===== config.mk =====
export PLATFORM = sky130hd
export DESIGN_NAME = gda_dp
export DESIGN_NICKNAME = d
export VERILOG_FILES = /design/src/rtl/gda_pkg.sv /design/src/rtl/gda_dp.sv
export SDC_FILE = /design/constraint.sdc
export NUM_CORES = 1
export LEC_CHECK = 0
export ABC_CLOCK_PERIOD_IN_PS = 7300
export BUFFER_PORTS_ARGS = -buffer_cell sky130_fd_sc_hd__buf_4
export CORE_UTILIZATION = 35
export CTS_CLUSTER_DIAMETER = 60
export DETAILED_ROUTE_END_ITERATION = 16
export SYNTH_ARGS = -nofsm -noshare
export SYNTH_HDL_FRONTEND = slang
export SYNTH_SLANG_ARGS = --single-unit

===== constraint.sdc =====
create_clock -name clk -period 7.3 [get_ports clk]
set_clock_uncertainty 0.15 [all_clocks]
set_input_delay 1.46 -clock clk [delete_from_list [all_inputs] [get_ports clk]]
set_output_delay 1.46 -clock clk [all_outputs]
set_load 0.01 [all_outputs]

===== src/rtl/gda_pkg.sv =====
package gda_pkg;

  localparam int YEAR_W  = 14;
  localparam int MONTH_W = 4;
  localparam int DAY_W   = 5;
  localparam int OFF_W   = 21;

  localparam int DN_W    = 25;
  localparam int YC_W    = 15;
  localparam int YF_W    = 16;
  localparam int CNT_W   = 4;
  localparam int DOY_W   = 9;
  localparam int MLEN_W  = 5;
  localparam int YSTEP_W = 9;

  localparam int YEAR_BIAS  = 4000;
  localparam int YEAR_MAX   = 9999;
  localparam int ERA_DAYS   = 146097;
  localparam int CENT_DAYS  = 36524;
  localparam int QUAD_DAYS  = 1461;
  localparam int YEAR_DAYS  = 365;
  localparam int ERA_YEARS  = 400;
  localparam int CENT_YEARS = 100;
  localparam int QUAD_YEARS = 4;
  localparam int ONE_YEAR   = 1;

  localparam int CENT_LAST = 3;
  localparam int YEAR_LAST = 3;
  localparam int MON_LAST  = 11;
  localparam int MP_WRAP   = 10;
  localparam int MP_TO_MAR = 3;
  localparam int MP_TO_JAN = 9;

  localparam logic [MONTH_W-1:0] MONTH_JAN = 4'd1;
  localparam logic [MONTH_W-1:0] MONTH_FEB = 4'd2;
  localparam logic [MONTH_W-1:0] MONTH_DEC = 4'd12;

  typedef enum logic [3:0] {
    S_IDLE,
    S_ENC_ERA,
    S_ENC_CENT,
    S_ENC_QUAD,
    S_ENC_YEAR,
    S_OFF,
    S_DEC_ERA,
    S_DEC_CENT,
    S_DEC_QUAD,
    S_DEC_YEAR,
    S_DEC_MON,
    S_DONE
  } state_t;

  typedef enum logic [1:0] {
    DM_INIT,
    DM_ADD,
    DM_SUB,
    DM_OFF
  } dn_mode_t;

  typedef enum logic [1:0] {
    YM_INIT,
    YM_CLR,
    YM_SUB,
    YM_ADD
  } yc_mode_t;

  typedef enum logic [2:0] {
    K_ERA,
    K_CENT,
    K_QUAD,
    K_YEAR,
    K_MON
  } k_sel_t;

  typedef enum logic [1:0] {
    CNT_HOLD,
    CNT_CLR,
    CNT_INC
  } cnt_op_t;

  typedef struct packed {
    dn_mode_t dn_mode;
    logic     dn_we;
    yc_mode_t yc_mode;
    logic     yc_we;
    k_sel_t   k_sel;
    cnt_op_t  cnt_op;
    logic     finish;
  } ctl_t;

  typedef struct packed {
    logic               dn_ge;
    logic               yc_ge;
    logic [CNT_W-1:0]   cnt;
    logic [YF_W-1:0]    fin_year;
    logic [MONTH_W-1:0] fin_month;
    logic [DAY_W-1:0]   fin_day;
  } stat_t;

  // day of the march-based year on which month m starts
  function automatic logic [DOY_W-1:0] doy_of_month(input logic [MONTH_W-1:0] m);
    logic [DOY_W-1:0] r;
    case (m)
      4'd3:    r = 9'd0;
      4'd4:    r = 9'd31;
      4'd5:    r = 9'd61;
      4'd6:    r = 9'd92;
      4'd7:    r = 9'd122;
      4'd8:    r = 9'd153;
      4'd9:    r = 9'd184;
      4'd10:   r = 9'd214;
      4'd11:   r = 9'd245;
      4'd12:   r = 9'd275;
      4'd1:    r = 9'd306;
      4'd2:    r = 9'd337;
      default: r = 9'd0;
    endcase
    return r;
  endfunction

  // month lengths of the march-based year, february last
  function automatic logic [MLEN_W-1:0] month_len(input logic [CNT_W-1:0] mp);
    logic [MLEN_W-1:0] r;
    case (mp)
      4'd1, 4'd3, 4'd6, 4'd8: r = 5'd30;
      4'd11:                  r = 5'd29;
      default:                r = 5'd31;
    endcase
    return r;
  endfunction

endpackage


===== src/rtl/gda_dp.sv =====
module gda_dp (
  input  logic                            clk,
  input  gda_pkg::ctl_t                   ctl,
  input  logic [gda_pkg::YEAR_W-1:0]      start_year,
  input  logic [gda_pkg::MONTH_W-1:0]     start_month,
  input  logic [gda_pkg::DAY_W-1:0]       start_day,
  input  logic signed [gda_pkg::OFF_W-1:0] offset,
  output gda_pkg::stat_t                  stat
);

  localparam int DW  = gda_pkg::DN_W;
  localparam int YW  = gda_pkg::YC_W;
  localparam int FW  = gda_pkg::YF_W;
  localparam int CW  = gda_pkg::CNT_W;
  localparam int MW  = gda_pkg::MONTH_W;
  localparam int DYW = gda_pkg::DAY_W;
  localparam int OW  = gda_pkg::OFF_W;

  logic [DW-1:0] dn;
  logic [YW-1:0] yc;
  logic [CW-1:0] cnt;

  logic [DW-1:0] k_days, dn_a, dn_b;
  logic          dn_cin;
  logic [DW:0]   dn_sum;
  logic [YW-1:0] k_years, yc_a, yc_b;
  logic          yc_cin;
  logic [YW:0]   yc_sum;
  logic          early_month;
  logic [MW-1:0] mm;

  assign early_month = (start_month == gda_pkg::MONTH_JAN) ||
                       (start_month == gda_pkg::MONTH_FEB);

  always_comb begin
    case (ctl.k_sel)
      gda_pkg::K_ERA: begin
        k_days  = DW'(gda_pkg::ERA_DAYS);
        k_years = YW'(gda_pkg::ERA_YEARS);
      end
      gda_pkg::K_CENT: begin
        k_days  = DW'(gda_pkg::CENT_DAYS);
        k_years = YW'(gda_pkg::CENT_YEARS);
      end
      gda_pkg::K_QUAD: begin
        k_days  = DW'(gda_pkg::QUAD_DAYS);
        k_years = YW'(gda_pkg::QUAD_YEARS);
      end
      gda_pkg::K_YEAR: begin
        k_days  = DW'(gda_pkg::YEAR_DAYS);
        k_years = YW'(gda_pkg::ONE_YEAR);
      end
      default: begin
        k_days  = DW'(gda_pkg::month_len(cnt));
        k_years = '0;
      end
    endcase
  end

  // shared day adder: load, step up, step down with borrow as compare, add offset
  always_comb begin
    dn_a   = dn;
    dn_b   = k_days;
    dn_cin = 1'b0;
    case (ctl.dn_mode)
      gda_pkg::DM_INIT: begin
        dn_a = DW'(gda_pkg::doy_of_month(start_month)) + DW'(start_day);
        dn_b = '1;
      end
      gda_pkg::DM_SUB: begin
        dn_b   = ~k_days;
        dn_cin = 1'b1;
      end
      gda_pkg::DM_OFF: begin
        dn_b = {{(DW-OW){offset[OW-1]}}, offset};
      end
      default: begin
        dn_b = k_days;
      end
    endcase
    dn_sum = {1'b0, dn_a} + {1'b0, dn_b} + (DW+1)'(dn_cin);
  end

  always_comb begin
    yc_a   = yc;
    yc_b   = k_years;
    yc_cin = 1'b0;
    case (ctl.yc_mode)
      gda_pkg::YM_INIT: begin
        yc_a = YW'(start_year);
        yc_b = YW'(gda_pkg::YEAR_BIAS) - YW'(early_month);
      end
      gda_pkg::YM_CLR: begin
        yc_a = '0;
        yc_b = '0;
      end
      gda_pkg::YM_SUB: begin
        yc_b   = ~k_years;
        yc_cin = 1'b1;
      end
      default: begin
        yc_b = k_years;
      end
    endcase
    yc_sum = {1'b0, yc_a} + {1'b0, yc_b} + (YW+1)'(yc_cin);
  end

  always_ff @(posedge clk) begin
    if (ctl.dn_we) begin
      dn <= dn_sum[DW-1:0];
    end
    if (ctl.yc_we) begin
      yc <= yc_sum[YW-1:0];
    end
    case (ctl.cnt_op)
      gda_pkg::CNT_CLR: cnt <= '0;
      gda_pkg::CNT_INC: cnt <= cnt + CW'(1);
      default:          cnt <= cnt;
    endcase
  end

  assign mm = (cnt < CW'(gda_pkg::MP_WRAP)) ? MW'(cnt + CW'(gda_pkg::MP_TO_MAR))
                                            : MW'(cnt - CW'(gda_pkg::MP_TO_JAN));

  assign stat.dn_ge     = dn_sum[DW];
  assign stat.yc_ge     = yc_sum[YW];
  assign stat.cnt       = cnt;
  assign stat.fin_month = mm;
  assign stat.fin_day   = dn[DYW-1:0] + DYW'(1);
  assign stat.fin_year  = FW'(yc) + FW'(mm <= gda_pkg::MONTH_FEB) - FW'(gda_pkg::YEAR_BIAS);

endmodule


==> summary.txt <==
Synthesis
  – Top post-synthesis cells by area: edfxtp_1, ha_1, xnor2_1
  – Mapped Area: roughly 5200 um2
  – Synth warn: 0
  – Ys flop type: edfxtp_1
  – Yosys top cell area share: 25.4%
  – Commonest cells in the synthesized netlist: nand2_1, ha_1, nor2_1
  – Synth Instances: 613
  – Syn Area/Cell: ~8.5 um2
  – Asr flop ratio synth: 0%
  – Post-synth EDFFs: 44
  – Cell accounting for the most synthesized area: edfxtp_1
  – Post-synthesis cell type count: 65
  – Most numerous cell in the Yosys netlist: nand2_1
  – Post-synthesis sequential area ratio: between 20 and 30%
  – Synthesized flop and latch total: 44
  – Mapped Nets: 733

Power and ir drop
  – PD cells: ~290 nW/um2
  – Peak supply drop: approximately 0.00013 V
  – Power, Total: 1.82 mW
  – Pleak: ~2.7 nW

Layout
  – Area of the multi-input gates: 3690 um2
  – Nets: 813
  – # fillers: 1,446
  – Final non-filler cell total: just under 900
  – Fraction of layout cells with a size suffix above 1: 16.6%
  – Register area: between 1000 and 1500 um2
  – P&R area growth vs syn: 19.4%
  – N_diodes: 0

Clock tree
  – CTS tree: built
  – Clock-pin slew on the worst setup and hold paths: approximately 60 ps
  – Clk Latency, worst-skew pair: 290 ps
  – Total CTS buffers: 5
  – Cts hold-fix bufs: 0
  – Clock Tree Buf Depth: 2
  – Sink Count: 44
  – H-tree Lvls: 2
  – CTS root buffer: clkbuf_16

Floorplan
  – Die ar.: 15,300 um2
  – Io pins: 88
  – Rows: 44
  – Die span in x: 124 um
  – Core area: between 10,000 and 15,000 um2
  – Chip height: 124 um
  – Initial Utilization: 35.8%

Route
  – Total wire length: 13,700 um
  – DR vias: 4,782
  – ANT nets after route: 0
  – Wire per inst: 15.6 um
  – DRT iter0 DRCs: 272
  – First-pass DRT Iterations: 5
  – # DRC: 0
  – Via-per-instance ratio: about 5.5

Setup path
  – Reg-to-Reg Start: cnt[0]
  – Worst setup EP type: primary output
  – Critical path peak fanout: 6
  – Most common cell on crit path: buf_4
  – Critical path's slowest cell: a2111oi_1
  – Worst EP required: 5690 ps
  – Worst setup SP type: input pin
  – Reg-to-reg slack, setup: ~3200 ps
  – Worst Path Arrival: between 5000 and 6000 ps
  – WS Path Type: input pin to primary output
  – Reg2reg path depth: 16
  – End of the critical path: stat[30]
  – Crit path cell chain: buf_4, buf_4, ha_1, o21ai_0, o21ai_0, ha_1, fa_2, a21o_1, a21o_1, a21o_1, nor2b_1, a2111oi_1, a211oi_1, ha_1, nand2_1, nor4_4, buf_4, o211ai_1, a21oi_1, o22a_1, buf_4
  – CP startpoint: start_month[1]
  – Crit-path max cell delay: slightly above 400 ps
  – Worst reg2reg endpoint: dn[24]

STA
  – FMAX: between 100 and 150 MHz
  – Max Slew Vio Count: 0
  – Fin Setup TNS: 0 ps
  – Period Utilization, post-route: 97.4%
  – RSZ-0062 raised after global routing: no
  – Max_slew headroom: 32.0%
  – Min setup slack post-route: 189 ps
  – Final setup fails: 0
  – Worst Tran Pin Value: 1020 ps
  – Fin crit period: 7110 ps
  – Final Hold Vio Count: 0
  – Worst hold margin: 582 ps

Global routing
  – Largest net degree at the start of global routing: 26
  – Initial antenna violation count: 0
  – Total gr overflow: 0
  – GRT Total Usage: 18.4%
  – Vias in the first global route: approximately 4,600
  – First-pass GRT wire length: 22,100 um

Place
  – Setup WS pre-CTS: ~74 ps
  – Gp weighted congestion: ~0.94
  – I/O Buffers: 86
  – DPL Wire Length: 10,900 um
  – Placed cell count: 868

Run
  – Max Cap Viol: 0

Worst hold path
  – Worst Hold Class: register to register

Status
  – Status: finished, final reports clean
per-layer routing:
layer  track usage, %  share of wire [%]  vias up
met1             24.6                 46     2215
met3             2.24                5.3       15
li1                 -                  -     2411
met4             4.37                1.5        0
met2             31.4                 47      141
met5                0                  0        -
sequential cells by signal, indices dropped and copies added (netlist names):
signal  flops
cnt         4
dn         25
yc         15
worst max-delay path, delay by kind of cell:
kind / cells / cell delay (ps)
AOI/OAI and AO/OA: 10 / 1750
adders and majority gates: 4 / 1180
buffers and inverters: 4 / 560
and+or+nand+nor: 3 / 580
report_power, final:
| part | leakage (nW) | switching, mW | internal [mW] | total (mW) |
|---|---|---|---|---|
| combinational | 2.23 | 0.611 | 0.515 | 1.13 |
| clock | 0.0667 | 0.0947 | 0.125 | 0.219 |
| sequential | 0.433 | 0.0456 | 0.427 | 0.472 |
cells in the final DEF, fill, tap and decap left out, drive strengths merged, types with 3 or more instances in the layout:
master	instances
inv	20
a21oi	45
edfxtp	44
a41oi	3
a22o	13
and3	7
clkbuf	6
a221o	7
nor2	46
fa	5
xnor2	39
a211oi	8
xor2	24
o211ai	6
ha	58
o31ai	3
a21o	22
o21a	4
and2	21
a211o	4
nor2b	16
nand3	16
nand4	4
buf	100
o21ai	41
nand2	59
nand2b	15
nor3	13
a31oi	7
layout make-up:
| type | count | area share (%) |
|---|---|---|
| Multi-Input combinational cell | 521 | 59.5 |
| Sequential cell | 44 | 21.3 |
| Timing Repair Buffer | 100 | 12.1 |
| Tap cell | 184 | 3.71 |
| Clock buffer | 6 | 2.08 |
| Inverter | 21 | 1.27 |
| Clock inverter | 1 | 0.0806 |
worst min-delay path by stage:
stage,slack (ps),startpoint,endpoint,cells after the start
after global routing,620,cnt[0],cnt[0],1
after floorplan,570,cnt[0],cnt[0],1
final,580,cnt[0],cnt[0],1
after CTS,600,cnt[0],cnt[0],1
after global placement,570,cnt[0],cnt[0],1
after detailed placement,580,cnt[0],cnt[0],1
what timing repair did:
action,CTS,global route
setup endpoints to repair,0,1
resized for setup,0,4
buffers inserted,0,2
cell families after synthesis:
group / synth area share (%)
DFF: 25.4
buffers and inverters: 3.66
AOI/OAI and AO/OA: 23.7
adders and majority gates: 15.9
and+or+nand+nor: 20.3
muxes: 0.385
xor gates and xnor gates: 10.6
metrics by stage:
| stage | area [um2] | utilization (%) |
|---|---|---|
| after floorplan | 5200 | - |
| after global placement | 6050 | 41.6 |
| after detailed placement | 6050 | 41.6 |
| after CTS | 6180 | 42.6 |
| after global routing | 6210 | 42.7 |
| final | 6210 | 42.7 |
No activity file was read; power rests on OpenSTA's default activity.
