--- config.mk ---
export PLATFORM = sky130hd
export DESIGN_NAME = gda_ctrl
export DESIGN_NICKNAME = d
export VERILOG_FILES = /design/src/rtl/gda_pkg.sv /design/src/rtl/gda_ctrl.sv
export SDC_FILE = /design/constraint.sdc
export NUM_CORES = 1
export LEC_CHECK = 0
export ABC_AREA = 1
export BUFFER_PORTS_ARGS = -buffer_cell sky130_fd_sc_hd__buf_4
export CAP_MARGIN = 20
export CORE_MARGIN = 4
export CORE_UTILIZATION = 35
export CTS_CLUSTER_DIAMETER = 50
export CTS_CLUSTER_SIZE = 10
export DETAILED_ROUTE_END_ITERATION = 7
export MAX_ROUTING_LAYER = met4
export PLACE_DENSITY_LB_ADDON = 0.2
export SETUP_SLACK_MARGIN = 0.15
export SLEW_MARGIN = 20
export SYNTH_ARGS = -nofsm -noshare
export SYNTH_HDL_FRONTEND = slang
export SYNTH_SLANG_ARGS = --single-unit
--- constraint.sdc ---
create_clock -name clk -period 1.5 [get_ports clk]
set_input_delay 0.075 -clock clk [delete_from_list [all_inputs] [get_ports clk]]
set_output_delay 0.075 -clock clk [all_outputs]
set_load 0.1 [all_outputs]
--- src/rtl/gda_pkg.sv ---
package gda_pkg;

  localparam int YEAR_W  = 14;
  localparam int MONTH_W = 4;
  localparam int DAY_W   = 5;
  localparam int OFF_W   = 21;

  localparam int DN_W    = 25;
  localparam int YC_W    = 15;
  localparam int YF_W    = 16;
  localparam int CNT_W   = 4;
  localparam int DOY_W   = 9;
  localparam int MLEN_W  = 5;
  localparam int YSTEP_W = 9;

  localparam int YEAR_BIAS  = 4000;
  localparam int YEAR_MAX   = 9999;
  localparam int ERA_DAYS   = 146097;
  localparam int CENT_DAYS  = 36524;
  localparam int QUAD_DAYS  = 1461;
  localparam int YEAR_DAYS  = 365;
  localparam int ERA_YEARS  = 400;
  localparam int CENT_YEARS = 100;
  localparam int QUAD_YEARS = 4;
  localparam int ONE_YEAR   = 1;

  localparam int CENT_LAST = 3;
  localparam int YEAR_LAST = 3;
  localparam int MON_LAST  = 11;
  localparam int MP_WRAP   = 10;
  localparam int MP_TO_MAR = 3;
  localparam int MP_TO_JAN = 9;

  localparam logic [MONTH_W-1:0] MONTH_JAN = 4'd1;
  localparam logic [MONTH_W-1:0] MONTH_FEB = 4'd2;
  localparam logic [MONTH_W-1:0] MONTH_DEC = 4'd12;

  typedef enum logic [3:0] {
    S_IDLE,
    S_ENC_ERA,
    S_ENC_CENT,
    S_ENC_QUAD,
    S_ENC_YEAR,
    S_OFF,
    S_DEC_ERA,
    S_DEC_CENT,
    S_DEC_QUAD,
    S_DEC_YEAR,
    S_DEC_MON,
    S_DONE
  } state_t;

  typedef enum logic [1:0] {
    DM_INIT,
    DM_ADD,
    DM_SUB,
    DM_OFF
  } dn_mode_t;

  typedef enum logic [1:0] {
    YM_INIT,
    YM_CLR,
    YM_SUB,
    YM_ADD
  } yc_mode_t;

  typedef enum logic [2:0] {
    K_ERA,
    K_CENT,
    K_QUAD,
    K_YEAR,
    K_MON
  } k_sel_t;

  typedef enum logic [1:0] {
    CNT_HOLD,
    CNT_CLR,
    CNT_INC
  } cnt_op_t;

  typedef struct packed {
    dn_mode_t dn_mode;
    logic     dn_we;
    yc_mode_t yc_mode;
    logic     yc_we;
    k_sel_t   k_sel;
    cnt_op_t  cnt_op;
    logic     finish;
  } ctl_t;

  typedef struct packed {
    logic               dn_ge;
    logic               yc_ge;
    logic [CNT_W-1:0]   cnt;
    logic [YF_W-1:0]    fin_year;
    logic [MONTH_W-1:0] fin_month;
    logic [DAY_W-1:0]   fin_day;
  } stat_t;

  // day of the march-based year on which month m starts
  function automatic logic [DOY_W-1:0] doy_of_month(input logic [MONTH_W-1:0] m);
    logic [DOY_W-1:0] r;
    case (m)
      4'd3:    r = 9'd0;
      4'd4:    r = 9'd31;
      4'd5:    r = 9'd61;
      4'd6:    r = 9'd92;
      4'd7:    r = 9'd122;
      4'd8:    r = 9'd153;
      4'd9:    r = 9'd184;
      4'd10:   r = 9'd214;
      4'd11:   r = 9'd245;
      4'd12:   r = 9'd275;
      4'd1:    r = 9'd306;
      4'd2:    r = 9'd337;
      default: r = 9'd0;
    endcase
    return r;
  endfunction

  // month lengths of the march-based year, february last
  function automatic logic [MLEN_W-1:0] month_len(input logic [CNT_W-1:0] mp);
    logic [MLEN_W-1:0] r;
    case (mp)
      4'd1, 4'd3, 4'd6, 4'd8: r = 5'd30;
      4'd11:                  r = 5'd29;
      default:                r = 5'd31;
    endcase
    return r;
  endfunction

endpackage

--- src/rtl/gda_ctrl.sv ---
module gda_ctrl (
  input  logic            clk,
  input  logic            rst,
  input  logic            start,
  input  gda_pkg::stat_t  stat,
  output gda_pkg::ctl_t   ctl,
  output logic            busy
);

  localparam int CW = gda_pkg::CNT_W;

  gda_pkg::state_t state, state_next;
  logic cent_room, year_room, mon_room;

  assign cent_room = stat.cnt < CW'(gda_pkg::CENT_LAST);
  assign year_room = stat.cnt < CW'(gda_pkg::YEAR_LAST);
  assign mon_room  = stat.cnt < CW'(gda_pkg::MON_LAST);
  assign busy      = state != gda_pkg::S_IDLE;

  always_ff @(posedge clk) begin
    if (rst) begin
      state <= gda_pkg::S_IDLE;
    end else begin
      state <= state_next;
    end
  end

  always_comb begin
    state_next = state;
    unique case (state)
      gda_pkg::S_IDLE:     if (start) state_next = gda_pkg::S_ENC_ERA;
      gda_pkg::S_ENC_ERA:  if (!stat.yc_ge) state_next = gda_pkg::S_ENC_CENT;
      gda_pkg::S_ENC_CENT: if (!stat.yc_ge) state_next = gda_pkg::S_ENC_QUAD;
      gda_pkg::S_ENC_QUAD: if (!stat.yc_ge) state_next = gda_pkg::S_ENC_YEAR;
      gda_pkg::S_ENC_YEAR: if (!stat.yc_ge) state_next = gda_pkg::S_OFF;
      gda_pkg::S_OFF:      state_next = gda_pkg::S_DEC_ERA;
      gda_pkg::S_DEC_ERA:  if (!stat.dn_ge) state_next = gda_pkg::S_DEC_CENT;
      gda_pkg::S_DEC_CENT: if (!(stat.dn_ge && cent_room)) state_next = gda_pkg::S_DEC_QUAD;
      gda_pkg::S_DEC_QUAD: if (!stat.dn_ge) state_next = gda_pkg::S_DEC_YEAR;
      gda_pkg::S_DEC_YEAR: if (!(stat.dn_ge && year_room)) state_next = gda_pkg::S_DEC_MON;
      gda_pkg::S_DEC_MON:  if (!(stat.dn_ge && mon_room)) state_next = gda_pkg::S_DONE;
      gda_pkg::S_DONE:     state_next = gda_pkg::S_IDLE;
      default:             state_next = gda_pkg::S_IDLE;
    endcase
  end

  always_comb begin
    ctl.dn_mode = gda_pkg::DM_ADD;
    ctl.dn_we   = 1'b0;
    ctl.yc_mode = gda_pkg::YM_SUB;
    ctl.yc_we   = 1'b0;
    ctl.k_sel   = gda_pkg::K_ERA;
    ctl.cnt_op  = gda_pkg::CNT_HOLD;
    ctl.finish  = 1'b0;
    unique case (state)
      gda_pkg::S_IDLE: begin
        ctl.dn_mode = gda_pkg::DM_INIT;
        ctl.dn_we   = start;
        ctl.yc_mode = gda_pkg::YM_INIT;
        ctl.yc_we   = start;
        ctl.cnt_op  = gda_pkg::CNT_CLR;
      end
      gda_pkg::S_ENC_ERA, gda_pkg::S_ENC_CENT, gda_pkg::S_ENC_QUAD,
      gda_pkg::S_ENC_YEAR: begin
        ctl.dn_mode = gda_pkg::DM_ADD;
        ctl.dn_we   = stat.yc_ge;
        ctl.yc_mode = gda_pkg::YM_SUB;
        ctl.yc_we   = stat.yc_ge;
        case (state)
          gda_pkg::S_ENC_CENT: ctl.k_sel = gda_pkg::K_CENT;
          gda_pkg::S_ENC_QUAD: ctl.k_sel = gda_pkg::K_QUAD;
          gda_pkg::S_ENC_YEAR: ctl.k_sel = gda_pkg::K_YEAR;
          default:             ctl.k_sel = gda_pkg::K_ERA;
        endcase
      end
      gda_pkg::S_OFF: begin
        ctl.dn_mode = gda_pkg::DM_OFF;
        ctl.dn_we   = 1'b1;
        ctl.yc_mode = gda_pkg::YM_CLR;
        ctl.yc_we   = 1'b1;
        ctl.cnt_op  = gda_pkg::CNT_CLR;
      end
      gda_pkg::S_DEC_ERA, gda_pkg::S_DEC_QUAD: begin
        ctl.k_sel   = (state == gda_pkg::S_DEC_ERA) ? gda_pkg::K_ERA : gda_pkg::K_QUAD;
        ctl.dn_mode = gda_pkg::DM_SUB;
        ctl.dn_we   = stat.dn_ge;
        ctl.yc_mode = gda_pkg::YM_ADD;
        ctl.yc_we   = stat.dn_ge;
        ctl.cnt_op  = stat.dn_ge ? gda_pkg::CNT_HOLD : gda_pkg::CNT_CLR;
      end
      gda_pkg::S_DEC_CENT, gda_pkg::S_DEC_YEAR: begin
        ctl.k_sel   = (state == gda_pkg::S_DEC_CENT) ? gda_pkg::K_CENT : gda_pkg::K_YEAR;
        ctl.dn_mode = gda_pkg::DM_SUB;
        ctl.yc_mode = gda_pkg::YM_ADD;
        if (stat.dn_ge && ((state == gda_pkg::S_DEC_CENT) ? cent_room : year_room)) begin
          ctl.dn_we  = 1'b1;
          ctl.yc_we  = 1'b1;
          ctl.cnt_op = gda_pkg::CNT_INC;
        end else begin
          ctl.cnt_op = gda_pkg::CNT_CLR;
        end
      end
      gda_pkg::S_DEC_MON: begin
        ctl.k_sel   = gda_pkg::K_MON;
        ctl.dn_mode = gda_pkg::DM_SUB;
        ctl.dn_we   = stat.dn_ge && mon_room;
        ctl.cnt_op  = (stat.dn_ge && mon_room) ? gda_pkg::CNT_INC : gda_pkg::CNT_HOLD;
      end
      gda_pkg::S_DONE: begin
        ctl.finish = 1'b1;
      end
      default: begin
        ctl.finish = 1'b0;
      end
    endcase
  end

endmodule

==> results_dict.tcl, run 1 <==
set metrics [dict create \
    status "aborted with a tool error" \
    haltStage "global routing (5_1_grt)" \
    stop_error "[ERROR DPL-0038] Utilization greater than 100%, impossible to legalize" \
    synthMostInstantiatedCell "nand2_1" \
    ys_seq_area_share_pct 16.3 \
    synth_top_area_cell "nand2_1" \
    async_flop_share_pct 0 \
    die_w_um 45.5 \
    cts.sinks 4 \
    ctsHoldBuffers 0 \
    dp.cells 141 \
    synth_top_area_share_pct 26.0 \
    yosys-top-cells-area "nand2_1 26%, dfxtp_1 16%, nor2_1 11%" \
    ys.flop_type "dfxtp_1" \
    grt_max_degree 7 \
    root_buffer "clkbuf_4" \
    gp_congestion 0.768 \
    worstEndpointGrtRepair "ctl[9]" \
    synth.avg_cell_area_um2 5.40 \
    synthCells 91 \
    synth_nets 125 \
    ys_types 19 \
    numCtsBuffers 3 \
    ys.warnings.count 0 \
    portBuffers 21 \
    synthTopCellsByCount "34 x nand2_1, 15 x nor2_1, 10 x inv_1" \
    start_util_pct 37.3 \
    place_hpwl_um 1360 \
    ioPinCount 47 \
    netlist_area_um2 492 \
    worstEpCategory "output port" \
    rows 13 \
    clk_path_buf_depth 2 \
    synth_edf_count 0 \
    fp.dieH_um 45.5 \
    ys_seq_elements 4 \
    ctsHtreeMaxLevel 1 \
]
-- metrics by stage --
| stage | worst slack, ns | util (%) | hold WS, ns | setup TNS [ns] | instance area (um2) |
|---|---|---|---|---|---|
| 3_3_place_gp | -0.0727 | 71.7 | 0.346 | -0.190 | 945 |
| 2_1_floorplan | -0.510 | - | 0.244 | -1.83 | 663 |
| 3_5_place_dp | -0.111 | 71.7 | 0.361 | -0.478 | 945 |
| 4_1_cts | -0.313 | 90.1 | 0.111 | -1.52 | 1190 |
-- logic make-up after synthesis --
family          count (synthesis)  share of synthesized area [%]
buf+inv                        13                           9.92
flops                           4                           16.3
compound gates                  6                           8.65
simple gates                   68                           65.1
-- timing repair --
action	4_1_cts
setup buffers	7
hold endpoints to repair	0
gates resized for setup	42
pin swaps	13
endpoints found under the setup margin	15
==> run 2, diff against run 1 <==
--- a/config.mk
+++ b/config.mk
@@ -8,14 +8,10 @@
 export ABC_AREA = 1
 export BUFFER_PORTS_ARGS = -buffer_cell sky130_fd_sc_hd__buf_4
 export CAP_MARGIN = 20
-export CORE_MARGIN = 4
-export CORE_UTILIZATION = 35
-export CTS_CLUSTER_DIAMETER = 50
-export CTS_CLUSTER_SIZE = 10
+export CORE_AREA = 4 4 65 67
 export DETAILED_ROUTE_END_ITERATION = 7
-export MAX_ROUTING_LAYER = met4
-export PLACE_DENSITY_LB_ADDON = 0.2
-export SETUP_SLACK_MARGIN = 0.15
+export DIE_AREA = 0 0 69 71
+export PLACE_DENSITY_LB_ADDON = 0.15
 export SLEW_MARGIN = 20
 export SYNTH_ARGS = -nofsm -noshare
 export SYNTH_HDL_FRONTEND = slang
==> run 2 against run 1 <==
- the flow now finishes, with violations (negative setup slack)
- synthesized cell count did not move
- area after synthesis did not move
==> results_dict.tcl, run 2 <==
set metrics [dict create \
    clk_path_buf_depth 2 \
    first_pass_iters 4 \
    reg_top3 "state: 4 flops" \
    place_hpwl_um 1580 \
    cp-start-kind "flip-flop" \
    synthMostInstantiatedCell "nand2_1" \
    hold_violations 0 \
    ys_seq_elements 4 \
    synth_edf_count 0 \
    clkLatencyLatePin_ns 0.22 \
    grt_pass1_vias 680 \
    period_needed_ns 1.71 \
    max_freq_mhz 586 \
    ant_nets 0 \
    core-area_um2 3630 \
    drc 0 \
    die_w_um 69 \
    netlist_area_um2 492 \
    root_buffer "clkbuf_8" \
    antenna_found_initial 0 \
    synth.avg_cell_area_um2 5.40 \
    antennaDiodeCount 0 \
    finalCritPeriodShare_pct 114 \
    numCtsBuffers 3 \
    clkTransAtPathRegs_ns 0.04 \
    ctsHtreeMaxLevel 1 \
    worst_slew_pin_slew_ns 0.344 \
    gp_congestion 0.716 \
    final_common_cell "buf_4" \
    yosys-top-cells-area "nand2_1 26%, dfxtp_1 16%, nor2_1 11%" \
    crit_fanout 6 \
    fp.dieH_um 71 \
    ctsHoldBuffers 0 \
    setup_viol_count_final 9 \
    regMostFlops "state" \
    crit_chain "inv_2 > nor2_2 > nand2_2 > nand2_2 > nor2_4 > nand2_8 > or2_4 > o21ai_4 > buf_12" \
    dieArea_um2 4900 \
    synth_top_area_share_pct 26.0 \
    track_usage_pct 7.47 \
    drt_iter0_markers 15 \
    nNetsFinal 179 \
    skew_ns 0.00897 \
    worst-path-buf-inv 2 \
    max_stage_delay_ns 0.37 \
    dr_wl_met3_um 129 \
    async_flop_share_pct 0 \
    synthCells 91 \
    wl_per_cell_um 9.31 \
    grt_max_degree 7 \
    grt_pass1_wl_um 3100 \
    routed_via_density 3.84 \
    cp_slowest_cell "dfxtp_4" \
    status "finished, violations left" \
    cts_tree "yes" \
    areaGrowthSynthToFinish_pct 173 \
    portBuffers 21 \
    synth_nets 125 \
    drt-total-wl_um 1790 \
    crit_top_cell "nand2_2" \
    finalWorstSetupSlack_ns -0.206 \
    crit_arrival_ns 1.63 \
    synth_top_area_cell "nand2_1" \
    required_ns 1.42 \
    regArea_um2 95.1 \
    max_slew_margin_pct 77.0 \
    layout_common_cells "33 x buf_4, 21 x nand2_1, 10 x nand2_2, 9 x nor2_1, 9 x buf_12" \
    ioPinCount 47 \
    start_util_pct 13.5 \
    fill_cells 402 \
    drive_gt1_share_pct 68.8 \
    ys_types 19 \
    cts.sinks 4 \
    dr_total_vias 737 \
    critical_path_class "reg2out" \
    wl_met1_um 777 \
    multi_input_area_um2 573 \
    highest_layer "met3" \
    final_max_slew_viol_count 0 \
    largest_register_ffs 4 \
    cp_top_family "simple AND/OR/NAND/NOR gates" \
    synthTopCellsByCount "34 x nand2_1, 15 x nor2_1, 10 x inv_1" \
    rows 22 \
    post-place-ws_ns -0.0900 \
    ys_seq_area_share_pct 16.3 \
    ys.flop_type "dfxtp_1" \
    hold_path_class "in2reg" \
    ys.warnings.count 0 \
    violations "negative setup slack" \
    wl_met2_um 880 \
    gr-total-overflow 0 \
    cap_viol_max_count 0 \
    crit_path_end_kind "output pin" \
    rsz0062_at_grt "true" \
]
run 2: cell type report:
cell class	count	share of cell area, %
Multi-Input combinational cell	74	42.7
Tap cell	48	4.48
Sequential cell	4	7.09
Inverter	13	4.01
Timing Repair Buffer	49	38.3
Clock buffer	4	3.36
run 2: repair_timing:
item	CTS	global route
gates resized for setup	31	24
setup buffers	1	4
setup endpoints to repair	13	15
pin swaps	9	12
endpoints found under the hold margin	0	0
run 2: routing by layer:
metal / up-vias / track usage, %
met3: 0 / 2.13
li1: 390 / -
met4: 0 / 0
met1: 325 / 10.1
met2: 22 / 12.6
met5: - / 0
run 2: logic make-up (layout without fill, tap and decap cells):
kind of cell | after synthesis | count (layout) | share of synthesized area [%]
compound gates | 6 | 6 | 8.65
simple gates | 68 | 68 | 65.1
flops | 4 | 4 | 16.3
buf+inv | 13 | 66 | 9.92
run 2: worst reg2reg max path, delay by kind of cell (launching register included):
| kind | cells | cell delay (ns) |
|---|---|---|
| AND/OR/NAND/NOR | 9 | 0.76 |
| flip-flops | 1 | 0.37 |
| buffers and inverters | 3 | 0.28 |
run 2: stage by stage:
| step | utilization [%] | cell area (um2) | setup TNS [ns] | std cells | hold slack (ns) |
|---|---|---|---|---|---|
| after floorplan | - | 653 | -1.91 | 91 | 0.244 |
| after global placement | 28.9 | 1050 | -0.371 | 184 | 0.357 |
| after detailed placement | 28.9 | 1050 | -0.425 | 184 | 0.359 |
| after CTS | 33.5 | 1220 | -0.961 | 188 | 0.125 |
| after global routing | 36.9 | 1340 | -1.94 | 192 | 0.138 |
| final | 36.9 | 1340 | -0.957 | 192 | 0.127 |
run 2: path summary, 6_finish.rpt:
kind              slack, ns  startpoint  depth (start not counted)        to
hold / removal         0.13         rst                          4  state[0]
hold reg to reg        0.54    state[3]                          2  state[3]
setup / recovery      -0.21    state[1]                          9   ctl[10]
setup reg to reg      -0.02    state[1]                         12  state[2]
Power of run 2 is not shown: default switching activity piles up to over one toggle a cycle in this logic, so the estimate is an artifact.
